[src/rtl/ehs_pkg.sv]
// Types, widths and constants shared by the hit summarizer modules.
`default_nettype none

package ehs_pkg;

  localparam int TIME_W     = 16;
  localparam int TYPE_W     = 2;
  localparam int CHG_W      = 16;
  localparam int CNT_W      = 12;
  localparam int SUM_W      = 32;
  localparam int SQ_W       = 48;
  localparam int BAL_W      = 16;
  localparam int CFG_IDX_W  = 3;
  localparam int CFG_DATA_W = 16;
  localparam int IN_TDATA_W = TIME_W + CHG_W;
  localparam int OUT_TDATA_W = 4 * CNT_W + 2 * SUM_W + CHG_W + BAL_W;

  // back-end arithmetic widths
  localparam int MUL_W  = 32;
  localparam int PROD_W = 2 * MUL_W;
  localparam int A_W    = SQ_W + CNT_W;      // S2 * N
  localparam int B_W    = 2 * SUM_W;         // S1 * S1
  localparam int DEN_W  = B_W + CNT_W;       // S1^2 * N
  localparam int STEP_W = 5;

  localparam logic [STEP_W-1:0] MUL_LAST  = STEP_W'(5);
  localparam logic [STEP_W-1:0] DIV_LAST  = STEP_W'(31);
  localparam logic [STEP_W-1:0] SQRT_LAST = STEP_W'(15);

  localparam logic [SUM_W-1:0] SQRT_BIT0 = SUM_W'(32'h4000_0000);

  // configuration register indexes
  localparam logic [CFG_IDX_W-1:0] REG_PED_LO    = 3'd0;
  localparam logic [CFG_IDX_W-1:0] REG_PED_HI    = 3'd1;
  localparam logic [CFG_IDX_W-1:0] REG_PROMPT_LO = 3'd2;
  localparam logic [CFG_IDX_W-1:0] REG_PROMPT_HI = 3'd3;
  localparam logic [CFG_IDX_W-1:0] REG_WIDE_LO   = 3'd4;
  localparam logic [CFG_IDX_W-1:0] REG_WIDE_HI   = 3'd5;
  localparam logic [CFG_IDX_W-1:0] REG_SIG_TYPE  = 3'd6;
  localparam logic [CFG_IDX_W-1:0] REG_VETO_TYPE = 3'd7;

  localparam logic signed [TIME_W-1:0] PED_LO_RST    = -16'sd600;
  localparam logic signed [TIME_W-1:0] PED_HI_RST    = -16'sd200;
  localparam logic signed [TIME_W-1:0] PROMPT_LO_RST = -16'sd80;
  localparam logic signed [TIME_W-1:0] PROMPT_HI_RST = 16'sd320;
  localparam logic signed [TIME_W-1:0] WIDE_LO_RST   = -16'sd200;
  localparam logic signed [TIME_W-1:0] WIDE_HI_RST   = 16'sd1400;
  localparam logic [TYPE_W-1:0]        SIG_TYPE_RST  = 2'd1;
  localparam logic [TYPE_W-1:0]        VETO_TYPE_RST = 2'd2;

  typedef enum logic [2:0] {
    ST_ACCUM,
    ST_LOAD,
    ST_MUL,
    ST_CHECK,
    ST_RANGE,
    ST_DIV,
    ST_SQRT,
    ST_DONE
  } ehs_state_e;

  // multiplier step: operand pair issued; product of the previous step retired
  typedef enum logic [2:0] {
    MS_SQ_SUM,
    MS_S2_LO,
    MS_S2_HI,
    MS_B_LO,
    MS_B_HI,
    MS_FLUSH
  } mul_step_e;

  typedef struct packed {
    logic      load;
    logic      mul_en;
    mul_step_e mul_sel;
    logic      check;
    logic      range;
    logic      div_en;
    logic      sqrt_en;
    logic      finish;
  } ehs_cmd_t;

  typedef struct packed {
    logic event_ready;
    logic out_busy;
    logic zero;
    logic sat;
  } ehs_sts_t;

endpackage

`default_nettype wire

[src/rtl/ehs_ctrl.sv]
// Sequencer for the end-of-event back stage of the hit summarizer.
`default_nettype none

module ehs_ctrl import ehs_pkg::*; (
  input  logic     clk_i,
  input  logic     rst_ni,
  input  ehs_sts_t sts_i,
  output ehs_cmd_t cmd_o
);

  ehs_state_e        state_q, state_d;
  logic [STEP_W-1:0] cnt_q, cnt_d;

  always_ff @(posedge clk_i or negedge rst_ni) begin
    if (!rst_ni) begin
      state_q <= ST_ACCUM;
      cnt_q   <= '0;
    end else begin
      state_q <= state_d;
      cnt_q   <= cnt_d;
    end
  end

  always_comb begin
    state_d = state_q;
    cnt_d   = '0;
    unique case (state_q)
      ST_ACCUM: begin
        if (sts_i.event_ready && !sts_i.out_busy) state_d = ST_LOAD;
      end
      ST_LOAD: state_d = ST_MUL;
      ST_MUL: begin
        if (cnt_q == MUL_LAST) state_d = ST_CHECK;
        else cnt_d = cnt_q + 1'b1;
      end
      ST_CHECK: state_d = ST_RANGE;
      ST_RANGE: begin
        if (sts_i.zero || sts_i.sat) state_d = ST_DONE;
        else state_d = ST_DIV;
      end
      ST_DIV: begin
        if (cnt_q == DIV_LAST) state_d = ST_SQRT;
        else cnt_d = cnt_q + 1'b1;
      end
      ST_SQRT: begin
        if (cnt_q == SQRT_LAST) state_d = ST_DONE;
        else cnt_d = cnt_q + 1'b1;
      end
      ST_DONE: state_d = ST_ACCUM;
      default: state_d = ST_ACCUM;
    endcase
  end

  always_comb begin
    cmd_o         = '0;
    cmd_o.mul_sel = mul_step_e'(cnt_q[2:0]);
    unique case (state_q)
      ST_LOAD:  cmd_o.load    = 1'b1;
      ST_MUL:   cmd_o.mul_en  = 1'b1;
      ST_CHECK: cmd_o.check   = 1'b1;
      ST_RANGE: cmd_o.range   = 1'b1;
      ST_DIV:   cmd_o.div_en  = 1'b1;
      ST_SQRT:  cmd_o.sqrt_en = 1'b1;
      ST_DONE:  cmd_o.finish  = 1'b1;
      default: ;
    endcase
  end

endmodule

`default_nettype wire

[config.mk]
export PLATFORM = sky130hd
export DESIGN_NAME = ehs_ctrl
export DESIGN_NICKNAME = d
export VERILOG_FILES = /design/src/rtl/ehs_pkg.sv /design/src/rtl/ehs_ctrl.sv
export SDC_FILE = /design/constraint.sdc
export NUM_CORES = 1
export LEC_CHECK = 0
export ABC_CLOCK_PERIOD_IN_PS = 1350
export BUFFER_PORTS_ARGS = -buffer_cell sky130_fd_sc_hd__buf_2
export CAP_MARGIN = 20
export CORE_AREA = 2 2 39 41
export CTS_BUF_LIST = sky130_fd_sc_hd__clkbuf_16
export CTS_CLUSTER_DIAMETER = 50
export DETAILED_ROUTE_END_ITERATION = 12
export DIE_AREA = 0 0 41 43
export PLACE_DENSITY = 0.73
export SYNTH_ARGS = -nofsm -noshare
export SYNTH_HDL_FRONTEND = slang
export SYNTH_SLANG_ARGS = --single-unit
[constraint.sdc]
create_clock -name clk_i -period 1.35 [get_ports clk_i]
set_input_delay 0.27 -clock clk_i [delete_from_list [all_inputs] [get_ports clk_i]]
set_output_delay 0.27 -clock clk_i [all_outputs]
set_load 0.1 [all_outputs]
==> results.py <==
metrics = {
    "sta": {
        "final.period_utilization_pct": 110.5,
        "timing.final.max_slew_violations": 0,
        "final-hold-violation-count": 0,
        "relative_slew_slack_pct": 81.10,
        "min_period_ps": 1492,
        "finalClockSkew_ps": 0.5863,
        "rsz0062_at_grt": "true",
        "tightest_slew_ps": 280.5,
        "setup_viol": 13,
        "fin_ws_ps": -142.0,
        "clock.fmax_mhz": 670.2,
    },
    "drt": {
        "detail_route.iter0.violations": 12,
        "drt_drc_violations_left": 0,
        "vias_per_cell": 5.464,
        "detail_route.wirelength_um": 2099,
        "dr.pass1.iters": 4,
        "antenna_violating_nets_post_route": 0,
        "via_count_of_the_routed_design": 612,
        "route.detailed.wl_per_inst_um": 18.74,
    },
    "global_routing": {
        "grt_use_total_pct": 26.19,
        "grt.overflow.total": 0,
        "maximum_number_of_pins_on_one_net_before_global_route_repair": 9,
        "grt_pass1_wl_um": 2946,
        "grt_antenna_before_repair": 0,
        "number_of_global_route_vias_before_repair": 625,
    },
    "clocking": {
        "tritoncts_sinks": 8,
        "htreeDepth": 1,
        "clock_tree_root_driver_cell": "clkbuf_16",
        "clock_input_transition_at_the_sequential_cells_of_the_worst_setup_and_hold_paths_ps": 40,
        "clk_latency_ps": 230,
        "cts-buffers-inserted": 3,
        "cts_tree": "built",
        "clk_path_buf_depth": 2,
    },
    "yosys": {
        "postSynth.topFlopCell": "dfrtp_1",
        "post_synthesis_cell_type_with_the_largest_combined_area": "dfrtp_1",
        "ys_async_rst_share_pct": 100.0,
        "synth.top_cells.by_area": "dfrtp_1, ha_1, nor2_1",
        "synth_cell_types": 29,
        "yosysTopAreaCellShare_pct": 35.56,
        "mappedNetlistArea_um2": 563.0,
        "yosysWarnings": 0,
        "post_synth.cell_area_avg_um2": 9.543,
        "synth_cells": 59,
        "number_of_flops_mapped_to_enable_cells_by_yosys": 0,
        "yosys_register_bits": 8,
        "synth_nets": 68,
        "yosysSeqAreaShare_pct": 35.56,
    },
    "floorplanning": {
        "rows": 14,
        "die-area_um2": 1763,
        "die_width_um": 41,
        "design.core.area_um2": 1384,
        "die_y_um": 43,
        "ios": 16,
        "initial_standard_cell_utilization_of_the_core_pct": 40.69,
    },
    "placed_design": {
        "placed_cell_area_um2": 923.4,
        "place.gp.congestion": 0.7488,
        "dp.final_hpwl_um": 1047,
        "port-buffer-count": 15,
        "dp_slack_ps": -36.73,
    },
    "setup_path": {
        "cp_data_required_time_ps": 1080,
        "critPathLaunchType": "register",
        "critical_path.slowest_cell": "dfrtp_2",
        "cp.arrival_ps": 1220,
        "crit_path_cell_trace": "buf_6 > nor3_4 > buf_12",
        "slowest_delay_ps": 450,
        "critPathBufInv": 2,
        "endpoint_kind": "output port",
        "critPathKind": "register to output port",
        "cpLargestDelayFamily": "flip-flops",
        "critPathMaxFanout": 6,
    },
    "final_layout": {
        "ff_latch_area_um2": 202.7,
        "drive_above_1_share_pct": 69.79,
        "area.growth.synth_to_final_pct": 113.1,
        "insertedDiodeCount": 0,
        "nets": 107,
        "multi_input_area_um2": 442.9,
        "post_route_utilization_pct": 86.71,
        "fillers": 64,
        "stdcell_area_um2": 1200,
    },
    "worst_hold_path": {
        "holdCritPathClass": "primary input to register",
    },
    "status": {
        "outcome": "finished with violations",
        "violations": "setup timing",
    },
    "job": {
        "maxCapViolCount": 0,
    },
}
## Yosys cell counts, types with 2 or more instances
cell type	number
buf_4	4
buf_6	2
xor2_1	2
nand2_1	3
nor2_1	9
nor3_2	2
ha_1	3
dfrtp_1	8
inv_1	2
o21a_1	2
a21oi_1	2
nor3b_1	2
nand3_1	2
## final cells by class
class,count,share of cell area [%]
clock buffer,3,6.257
inverter,2,1.043
multi-input combinational,43,36.91
sequential,8,16.89
tap,16,1.668
timing repair buffer,40,37.23
## worst register-to-register path, delay by kind of cell, from the launching register on
| family | cells | cell delay (ps) |
|---|---|---|
| compound gates | 2 | 430 |
| buf+inv | 2 | 310 |
| simple gates | 2 | 140 |
| flops | 1 | 450 |
## registers in the layout (all words and copies together) (netlist names)
name,cells
cnt_q,5
state_q,3
## worst paths after layout
check,startpoint,to,slack [ps],cells after the start
worst max-delay path,state_q[0]$_DFFE_PN0P_,cmd_o[3],-140,3
worst max register to register,state_q[0]$_DFFE_PN0P_,state_q[0]$_DFFE_PN0P_,-120,6
max in group asynchronous,rst_ni,state_q[0]$_DFFE_PN0P_,730,2
worst min register to register,cnt_q[4]$_DFF_PN0_,state_q[0]$_DFFE_PN0P_,620,2
worst min-delay path,sts_i[1],state_q[1]$_DFFE_PN0P_,400,3
min in group asynchronous,rst_ni,cnt_q[3]$_DFF_PN0_,430,2
## stage by stage
step | instances | setup TNS [ps] | hold WS [ps]
floorplan | 59 | -1299 | -25.59
finish | 112 | -1309 | 399.3
global placement | 95 | -36.43 | 118.9
detailed placement | 95 | -137.8 | 124.0
global route | 112 | -1884 | 420.4
CTS | 109 | -834.4 | 403.3
## placed cells by master (no fill, tap or decap), drive strengths merged
master and instances:
a211oi 1, a21bo 1, a21o 1, a21oi 2, a221oi 1, a22oi 1, and3b 1, and4bb 1
buf 39, clkbuf 3, dfrtp 8, dlygate4sd3 1, ha 3, inv 2, nand2 3, nand2b 1
nand3 2, nand4 1, nor2 9, nor3 3, nor3b 3, o21a 2, o21ai 2, o41ai 1
or3b 1, xnor2 1, xor2 2
## timing repair
action | in CTS | in global routing
setup buffers | 10 | 3
hold buffers | 1 | 0
resized for setup | 8 | 12
endpoints found under the hold margin | 8 | 0
gates cloned | 0 | 0
setup endpoints to repair | 12 | 12
pin swaps | 4 | 8
## cell families after synthesis
| group | share of synthesized area [%] |
|---|---|
| XOR/XNOR | 4.668 |
| adder cells (fa/ha/maj) | 6.667 |
| AND/OR/NAND/NOR | 27.33 |
| buffers and inverters | 10.67 |
| flip-flops | 35.56 |
| AO/OA/AOI/OAI | 15.11 |
## routing by layer
metal,part of all wire (%),up-vias,GRT usage [%],wire length [µm]
met5,0,-,0,0
met2,56,24,44.38,1165
met4,2.8,0,13.33,59
met3,3.9,6,6.806,81
met1,38,301,27.67,793
li1,-,281,-,-
Power is not shown: default switching activity piles up to over one toggle a cycle in this logic, so the estimate is an artifact.
